$ cat src/rtl/assert_macros.svh
// ----------------------------------------------------------------------------
// assertion macros
// clocked concurrent assertions on clk, disabled while rst_n is low
// ----------------------------------------------------------------------------
`ifndef ASSERT_MACROS_SVH
`define ASSERT_MACROS_SVH

`ifndef ASSERT_OFF

`define TMV_ASSERT(lbl, prop) \
    lbl: assert property (@(posedge clk) disable iff (!rst_n) prop) \
        else $error("tmv assertion failed");

`define TMV_ASSERT_MSG(lbl, prop, msg) \
    lbl: assert property (@(posedge clk) disable iff (!rst_n) prop) \
        else $error(msg);

`else

`define TMV_ASSERT(lbl, prop)
`define TMV_ASSERT_MSG(lbl, prop, msg)

`endif

`endif

$ cat src/rtl/tmv_pkg.sv
// ----------------------------------------------------------------------------
// tmv_pkg
// shared types, sizes and character codes of the tag markup validator
// ----------------------------------------------------------------------------
package tmv_pkg;

    localparam int MaxDepth   = 32;
    localparam int MaxNameLen = 9;

    localparam int CountW     = $clog2(MaxDepth + 1);
    localparam int NameCountW = $clog2(MaxNameLen + 1);
    localparam int NameIdxW   = (MaxNameLen > 1) ? $clog2(MaxNameLen) : 1;
    localparam int CdataLen   = 7;
    localparam int MatchW     = 3;

    localparam logic [7:0] CH_LT     = 8'h3C;
    localparam logic [7:0] CH_GT     = 8'h3E;
    localparam logic [7:0] CH_SLASH  = 8'h2F;
    localparam logic [7:0] CH_BANG   = 8'h21;
    localparam logic [7:0] CH_LBRACK = 8'h5B;
    localparam logic [7:0] CH_RBRACK = 8'h5D;
    localparam logic [7:0] CH_A      = 8'h41;
    localparam logic [7:0] CH_C      = 8'h43;
    localparam logic [7:0] CH_D      = 8'h44;
    localparam logic [7:0] CH_T      = 8'h54;
    localparam logic [7:0] CH_Z      = 8'h5A;

    typedef enum logic [2:0] {
        MODE_CONTENT,
        MODE_LT,
        MODE_OPEN_NAME,
        MODE_CLOSE_NAME,
        MODE_CDATA_OPEN,
        MODE_CDATA_BODY
    } mode_t;

    typedef logic [MaxNameLen-1:0][4:0] letters_t;

    typedef struct packed {
        letters_t              letters;
        logic [NameCountW-1:0] len;
    } entry_t;

    typedef struct packed {
        logic push;
        logic pop;
    } stack_ctrl_t;

    typedef struct packed {
        logic [CountW-1:0] count;
        logic              fail;
        logic              root_closed;
    } parser_stat_t;

    // "[CDATA[" opener, one character per position
    function automatic logic [7:0] cdata_char(input logic [MatchW-1:0] idx);
        logic [7:0] c;
        case (idx)
            3'd0:    c = CH_LBRACK;
            3'd1:    c = CH_C;
            3'd2:    c = CH_D;
            3'd3:    c = CH_A;
            3'd4:    c = CH_T;
            3'd5:    c = CH_A;
            3'd6:    c = CH_LBRACK;
            default: c = CH_LBRACK;
        endcase
        return c;
    endfunction

endpackage

$ cat src/rtl/tmv_stack_cell.sv
// ----------------------------------------------------------------------------
// tmv_stack_cell
// one entry of the tag stack; shifts down on push and up on pop
// ----------------------------------------------------------------------------
module tmv_stack_cell (
    input  logic                  clk,
    input  tmv_pkg::stack_ctrl_t  ctrl,
    input  tmv_pkg::entry_t       up_entry,
    input  tmv_pkg::entry_t       down_entry,
    output tmv_pkg::entry_t       entry
);

    tmv_pkg::entry_t entry_reg;

    always_ff @(posedge clk)
    begin
        if (ctrl.push)
        begin
            entry_reg <= up_entry;
        end
        else if (ctrl.pop)
        begin
            entry_reg <= down_entry;
        end
    end

    assign entry = entry_reg;

endmodule

$ cat src/rtl/tmv_parser.sv
// ----------------------------------------------------------------------------
// tmv_parser
// per-word parse state machine; drives the stack cells and forms the verdict
// ----------------------------------------------------------------------------
module tmv_parser (
    input  logic                   clk,
    input  logic                   rst_n,
    input  logic                   accept,
    input  logic [7:0]             ch,
    input  logic                   last,
    input  tmv_pkg::entry_t        top_entry,
    output tmv_pkg::entry_t        new_entry,
    output tmv_pkg::stack_ctrl_t   ctrl,
    output tmv_pkg::parser_stat_t  stat,
    output logic                   verdict
);

    tmv_pkg::mode_t                       mode_reg, mode_next;
    logic                                 fail_reg, fail_next;
    logic                                 root_reg, root_next;
    tmv_pkg::letters_t                    letters_reg, letters_next;
    logic [tmv_pkg::NameCountW-1:0]       ncount_reg, ncount_next;
    logic [tmv_pkg::MatchW-1:0]           match_reg, match_next;
    logic [tmv_pkg::CountW-1:0]           count_reg, count_next;

    logic       is_upper;
    logic [7:0] diff;
    logic [4:0] letter;

    assign is_upper = (ch >= tmv_pkg::CH_A) && (ch <= tmv_pkg::CH_Z);
    assign diff     = ch - tmv_pkg::CH_A;
    assign letter   = diff[4:0];

    always_ff @(posedge clk or negedge rst_n)
    begin
        if (!rst_n)
        begin
            mode_reg    <= tmv_pkg::MODE_CONTENT;
            fail_reg    <= 1'b0;
            root_reg    <= 1'b0;
            letters_reg <= '0;
            ncount_reg  <= '0;
            match_reg   <= '0;
            count_reg   <= '0;
        end
        else
        begin
            mode_reg    <= mode_next;
            fail_reg    <= fail_next;
            root_reg    <= root_next;
            letters_reg <= letters_next;
            ncount_reg  <= ncount_next;
            match_reg   <= match_next;
            count_reg   <= count_next;
        end
    end

    always_comb
    begin
        mode_next    = mode_reg;
        fail_next    = fail_reg;
        root_next    = root_reg;
        letters_next = letters_reg;
        ncount_next  = ncount_reg;
        match_next   = match_reg;
        count_next   = count_reg;
        ctrl         = '0;

        if (accept && !fail_reg)
        begin
            case (mode_reg)
                tmv_pkg::MODE_CONTENT:
                begin
                    if (ch == tmv_pkg::CH_LT)
                    begin
                        if (root_reg)
                        begin
                            fail_next = 1'b1;
                        end
                        else
                        begin
                            mode_next = tmv_pkg::MODE_LT;
                        end
                    end
                    else if (count_reg == '0)
                    begin
                        fail_next = 1'b1;
                    end
                end
                tmv_pkg::MODE_LT:
                begin
                    letters_next = '0;
                    ncount_next  = '0;
                    match_next   = '0;
                    if (ch == tmv_pkg::CH_SLASH)
                    begin
                        mode_next = tmv_pkg::MODE_CLOSE_NAME;
                    end
                    else if (ch == tmv_pkg::CH_BANG)
                    begin
                        if (count_reg == '0)
                        begin
                            fail_next = 1'b1;
                        end
                        else
                        begin
                            mode_next = tmv_pkg::MODE_CDATA_OPEN;
                        end
                    end
                    else
                    begin
                        mode_next = tmv_pkg::MODE_OPEN_NAME;
                        if (!is_upper)
                        begin
                            fail_next = 1'b1;
                        end
                        else
                        begin
                            letters_next[0] = letter;
                            ncount_next     = tmv_pkg::NameCountW'(1);
                        end
                    end
                end
                tmv_pkg::MODE_OPEN_NAME:
                begin
                    if (ch == tmv_pkg::CH_GT)
                    begin
                        if (ncount_reg == '0 ||
                            count_reg >= tmv_pkg::CountW'(tmv_pkg::MaxDepth))
                        begin
                            fail_next = 1'b1;
                        end
                        else
                        begin
                            ctrl.push  = 1'b1;
                            count_next = count_reg + 1'b1;
                            mode_next  = tmv_pkg::MODE_CONTENT;
                        end
                    end
                    else if (!is_upper ||
                             ncount_reg >= tmv_pkg::NameCountW'(tmv_pkg::MaxNameLen))
                    begin
                        fail_next = 1'b1;
                    end
                    else
                    begin
                        letters_next[ncount_reg[tmv_pkg::NameIdxW-1:0]] = letter;
                        ncount_next = ncount_reg + 1'b1;
                    end
                end
                tmv_pkg::MODE_CLOSE_NAME:
                begin
                    if (count_reg == '0)
                    begin
                        fail_next = 1'b1;
                    end
                    else if (ch == tmv_pkg::CH_GT)
                    begin
                        if (ncount_reg != top_entry.len)
                        begin
                            fail_next = 1'b1;
                        end
                        else
                        begin
                            ctrl.pop   = 1'b1;
                            count_next = count_reg - 1'b1;
                            if (count_reg == tmv_pkg::CountW'(1))
                            begin
                                root_next = 1'b1;
                            end
                            mode_next = tmv_pkg::MODE_CONTENT;
                        end
                    end
                    else if (!is_upper || ncount_reg >= top_entry.len)
                    begin
                        fail_next = 1'b1;
                    end
                    else if (top_entry.letters[ncount_reg[tmv_pkg::NameIdxW-1:0]] != letter)
                    begin
                        fail_next = 1'b1;
                    end
                    else
                    begin
                        ncount_next = ncount_reg + 1'b1;
                    end
                end
                tmv_pkg::MODE_CDATA_OPEN:
                begin
                    if (match_reg >= tmv_pkg::MatchW'(tmv_pkg::CdataLen) ||
                        ch != tmv_pkg::cdata_char(match_reg))
                    begin
                        fail_next = 1'b1;
                    end
                    else if (match_reg == tmv_pkg::MatchW'(tmv_pkg::CdataLen - 1))
                    begin
                        match_next = '0;
                        mode_next  = tmv_pkg::MODE_CDATA_BODY;
                    end
                    else
                    begin
                        match_next = match_reg + 1'b1;
                    end
                end
                tmv_pkg::MODE_CDATA_BODY:
                begin
                    if (ch == tmv_pkg::CH_RBRACK)
                    begin
                        if (match_reg < tmv_pkg::MatchW'(2))
                        begin
                            match_next = match_reg + 1'b1;
                        end
                    end
                    else if (ch == tmv_pkg::CH_GT && match_reg == tmv_pkg::MatchW'(2))
                    begin
                        match_next = '0;
                        mode_next  = tmv_pkg::MODE_CONTENT;
                    end
                    else
                    begin
                        match_next = '0;
                    end
                end
                default:
                begin
                    fail_next = 1'b1;
                end
            endcase
        end

        verdict = !fail_next && (mode_next == tmv_pkg::MODE_CONTENT) &&
                  (count_next == '0) && root_next;

        // end of text: start over
        if (accept && last)
        begin
            mode_next    = tmv_pkg::MODE_CONTENT;
            fail_next    = 1'b0;
            root_next    = 1'b0;
            letters_next = '0;
            ncount_next  = '0;
            match_next   = '0;
            count_next   = '0;
        end
    end

    assign new_entry.letters = letters_reg;
    assign new_entry.len     = ncount_reg;

    assign stat.count       = count_reg;
    assign stat.fail        = fail_reg;
    assign stat.root_closed = root_reg;

endmodule

$ cat src/rtl/tag_markup_validator.sv
// ----------------------------------------------------------------------------
// tag_markup_validator: one-element tag/CDATA checker over a word stream
// result: verdict is in the output register in the cycle after the last word is accepted
// throughput: one word per cycle unless a pending result stalls the input, set by the parse state and stack cell row
// reset: rst_n clears parse state and the output register; stack needs none
// ----------------------------------------------------------------------------
`include "assert_macros.svh"

module tag_markup_validator (
    input  logic       clk,
    input  logic       rst_n,
    input  logic       in_valid,
    output logic       in_ready,
    input  logic [7:0] ch,
    input  logic       last,
    output logic       out_valid,
    input  logic       out_ready,
    output logic       valid_res
);

    logic                  accept;
    logic                  verdict;
    logic                  out_valid_reg, out_valid_next;
    logic                  res_reg;
    tmv_pkg::entry_t       new_entry;
    tmv_pkg::stack_ctrl_t  ctrl;
    tmv_pkg::parser_stat_t stat;
    tmv_pkg::entry_t       cells [tmv_pkg::MaxDepth];

    assign in_ready = !out_valid_reg || out_ready;
    assign accept   = in_valid && in_ready;

    tmv_parser u_parser (
        .clk       (clk),
        .rst_n     (rst_n),
        .accept    (accept),
        .ch        (ch),
        .last      (last),
        .top_entry (cells[0]),
        .new_entry (new_entry),
        .ctrl      (ctrl),
        .stat      (stat),
        .verdict   (verdict)
    );

    // stack top sits in cell 0
    for (genvar i = 0; i < tmv_pkg::MaxDepth; i++)
    begin : g_cell
        tmv_pkg::entry_t up_entry;
        tmv_pkg::entry_t down_entry;

        if (i == 0)
        begin : g_top
            assign up_entry = new_entry;
        end
        else
        begin : g_mid
            assign up_entry = cells[i-1];
        end

        if (i == tmv_pkg::MaxDepth - 1)
        begin : g_bottom
            assign down_entry = cells[i];
        end
        else
        begin : g_inner
            assign down_entry = cells[i+1];
        end

        tmv_stack_cell u_cell (
            .clk        (clk),
            .ctrl       (ctrl),
            .up_entry   (up_entry),
            .down_entry (down_entry),
            .entry      (cells[i])
        );
    end

    always_comb
    begin
        out_valid_next = out_valid_reg;
        if (accept && last)
        begin
            out_valid_next = 1'b1;
        end
        else if (out_ready)
        begin
            out_valid_next = 1'b0;
        end
    end

    always_ff @(posedge clk or negedge rst_n)
    begin
        if (!rst_n)
        begin
            out_valid_reg <= 1'b0;
            res_reg       <= 1'b0;
        end
        else
        begin
            out_valid_reg <= out_valid_next;
            if (accept && last)
            begin
                res_reg <= verdict;
            end
        end
    end

    assign out_valid = out_valid_reg;
    assign valid_res = res_reg;

    `TMV_ASSERT(a_depth_bound, stat.count <= tmv_pkg::CountW'(tmv_pkg::MaxDepth))
    `TMV_ASSERT(a_push_pop_excl, !(ctrl.push && ctrl.pop))
    `TMV_ASSERT_MSG(a_root_empty, stat.root_closed |-> stat.count == '0, "root closed with stack not empty")
    `TMV_ASSERT_MSG(a_last_gives_word, (accept && last) |=> out_valid, "no result after last word")
    `TMV_ASSERT(a_fail_sticky, (stat.fail && !(accept && last)) |=> stat.fail)

endmodule
$ cat config.mk
export PLATFORM = sky130hd
export DESIGN_NAME = tag_markup_validator
export DESIGN_NICKNAME = d
export VERILOG_FILES = /design/src/rtl/tmv_pkg.sv /design/src/rtl/tmv_stack_cell.sv /design/src/rtl/tmv_parser.sv /design/src/rtl/tag_markup_validator.sv
export VERILOG_INCLUDE_DIRS = /design/src /design/src/rtl
export SDC_FILE = /design/constraint.sdc
export NUM_CORES = 2
export LEC_CHECK = 0
export BUFFER_PORTS_ARGS = -buffer_cell sky130_fd_sc_hd__buf_2
export CORE_UTILIZATION = 56
export CTS_BUF_LIST = sky130_fd_sc_hd__clkbuf_16
export DETAILED_ROUTE_END_ITERATION = 8
export PLACE_DENSITY = 0.72
export SLEW_MARGIN = 20
export SYNTH_ARGS = -nofsm -noshare
export SYNTH_HDL_FRONTEND = slang
export SYNTH_HIERARCHICAL = 1
export SYNTH_SLANG_ARGS = --single-unit
export TNS_END_PERCENT = 30
$ cat constraint.sdc
create_clock -name clk -period 21.3 [get_ports clk]
set_input_delay 3.195 -clock clk [delete_from_list [all_inputs] [get_ports clk]]
set_output_delay 3.195 -clock clk [all_outputs]
set_load 0.01 [all_outputs]
==> flow_summary.yaml <==
outcome:
  status: "complete, no violations"
critical_path:
  reg2reg_to: "g_cell[18].u_cell/entry[30]"
  worstSetupEndpointType: "flop"
  regToRegSetupSlack_ns: 14.65
  arrival_ns: 8.60
  crit_type: "in -> reg"
  crit_path_max_fanout: 69
  startpoint: "ch[0]"
  cp-start-kind: "input pin"
  cp.required_ns: 21.81
  r2r.worst_path.cells: 11
  reg2reg_from: "u_parser/ncount_reg[0]"
  endpoint: "g_cell[18].u_cell/entry[30]"
clocking:
  cts_sinks: 1633
  cts_max_level: 4
  ctsResizeCount: 0
  clock_latency_ns: 0.78
  cts_buffers: 168
  root_buffer: "clkbuf_16"
  clock_path_buffers: 3
  hold_buffers: 0
  clkTransAtPathRegs_ns: 0.06
  postCtsSetupRepairBufs: 0
  cts_tree: "done"
synthesis:
  syn_nets: 3957
  yosys_warnings: 6
  netlist_instances: 3921
  netlist_area_mm2: 0.07905
  syn_area_per_cell_um2: 20.16
routing:
  via_per_inst: 5.705
  wl_per_cell_um: 23.28
  totalWireLength_um: 138000
  drt_iter0_drc: 3283
  num_vias: 33827
  drc_errors: 0
  first_pass_iters: 5
  detail-route-antenna-nets: 0
power_and_ir_drop:
  swShare_pct: 21.25
  p_leak_nw: 23.67
  combPwrFrac_pct: 3.3
  power.switching_mw: 1.378
  ir_worst_vdd_mv: 0.07913
  total_power_mw: 6.485
  p_seq_share_pct: 54.5
  p_clk_share_pct: 42.2
  p_per_area_mw_per_mm2: 77.86
  intPower_mw: 5.108
timing:
  clock_skew_ns: 0.02432
  tightest_slew_ns: 1.110
  final.setup.tns_ns: 0
  min_period_over_period_pct: 37.99
  finalHoldViolCount: 0
  worst_hold_slack_ns: 0.4880
  drv_slew: 0
  finalCriticalPeriod_ns: 8.092
  rsz0062_at_grt: "false"
  finalSetupViolCount: 0
  slew_headroom_pct: 26.01
  max_freq_mhz: 123.6
die:
  rows: 137
  ios: 16
  fp.dieH_um: 377.7
  dieArea_mm2: 0.1427
  core_mm2: 0.1397
  initial_core_util_pct: 56.58
  die-width_um: 377.7
global_route:
  grt_pass1_vias: 34537
  grtUsageTotal_pct: 19.47
  grt_max_degree: 154
  grt_pass1_wl_um: 215900
  gr-total-overflow: 0
  antenna_found_initial: 0
final_layout:
  drive_above_1_share_pct: 46.83
  layout.area.seq_mm2: 0.04871
  diodes: 0
  syn2layout_area_growth_pct: 5.375
  largest_register_ffs: 1568
  multi_input_area_mm2: 0.02664
  layout.nets: 3960
  fill_cells: 10030
hold_path:
  hp-class: "reg -> reg"
  hold_depth: 2
placement:
  dpl.hpwl_um: 81990
  place_congestion: 0.8720
  numPortBuffers: 15
flow_run:
  cap_violations: 0
## stage by stage
stage / worst slack (ns) / utilization [%] / cells / area (um^2)
finish: 13.21 / 59.62 / 5929 / 83300
global placement: 12.55 / 55.96 / 5629 / 78170
CTS: 13.32 / 59.60 / 5928 / 83270
detailed placement: 12.49 / 55.96 / 5629 / 78170
global route: 12.99 / 59.62 / 5929 / 83300
floorplan: 11.77 / - / 3921 / 79050
## layout by cell type, fill, tap and decap left out, types with 3 or more instances in the layout
| master | instances |
|---|---|
| nor2_1 | 38 |
| a31oi_1 | 5 |
| nor3_2 | 3 |
| buf_12 | 3 |
| o21ai_0 | 65 |
| nand4_1 | 7 |
| a211oi_1 | 3 |
| inv_1 | 67 |
| clkbuf_16 | 176 |
| edfxtp_1 | 1568 |
| nor2b_1 | 7 |
| mux2_2 | 4 |
| and3_1 | 4 |
| nor3_1 | 18 |
| nor4_1 | 4 |
| nand2b_1 | 9 |
| buf_2 | 15 |
| xnor2_1 | 5 |
| a21oi_1 | 28 |
| mux2_4 | 1569 |
| clkinv_2 | 20 |
| a21o_1 | 5 |
| bufinv_16 | 5 |
| o21ai_1 | 4 |
| or2_2 | 22 |
| dfrtp_1 | 65 |
| nand3_1 | 13 |
| clkinv_8 | 5 |
| nand2_1 | 87 |
| nand3b_1 | 7 |
| mux2i_1 | 17 |
| ha_1 | 23 |
| buf_4 | 35 |
| o21bai_1 | 3 |
| clkinv_1 | 43 |
| or2_4 | 23 |
| xor2_1 | 3 |
| and2_1 | 6 |
## power by group through the flow
stage          Combinational [mW]  Sequential [mW]  Clock, mW
2_1_floorplan               0.170             3.57          0
3_5_place_dp                0.208             3.60          0
3_3_place_gp                0.205             3.60          0
6_report                    0.213             3.53       2.74
4_1_cts                     0.209             3.53       2.82
5_1_grt                     0.231             3.53       2.93
## worst max-delay path, stage by stage
cell and delay (ns):
buf_2 0.17, inv_1 0.16, ha_1 0.23, nand2b_1 0.06, or4b_1 0.60, nor3_2 0.33, buf_4 0.58, buf_4 0.92
buf_4 0.90, buf_4 0.87, mux2_4 0.36
## how the worst min path moves through the flow
stage / from / endpoint / slack (ns)
after floorplan: u_parser/new_entry[10] / u_parser/new_entry[10] / 0.45
after global placement: u_parser/new_entry[21] / u_parser/new_entry[21] / 0.46
after detailed placement: u_parser/new_entry[45] / u_parser/new_entry[45] / 0.48
after CTS: u_parser/new_entry[45] / u_parser/new_entry[45] / 0.49
after global routing: u_parser/new_entry[45] / u_parser/new_entry[45] / 0.51
final: u_parser/new_entry[45] / u_parser/new_entry[45] / 0.49
## area by class of cell
class                           count  area share, %
Clock buffer                      176          5.287
Sequential cell                  1633          58.48
Multi-Input combinational cell   2047          31.98
Timing Repair Buffer               55         0.5242
Inverter                           19        0.08562
Clock inverter                    123         0.8277
Tap cell                         1876          2.818
## layer usage
layer	global-route usage (%)	part of all wire [%]	vias to the layer above
li1	-	-	15260
met1	31.87	51	17581
met2	26.84	42	822
met3	2.959	4.7	164
met4	4.648	1.5	0
met5	0	0	-
Note: power is estimated with default switching activity, not from simulation.
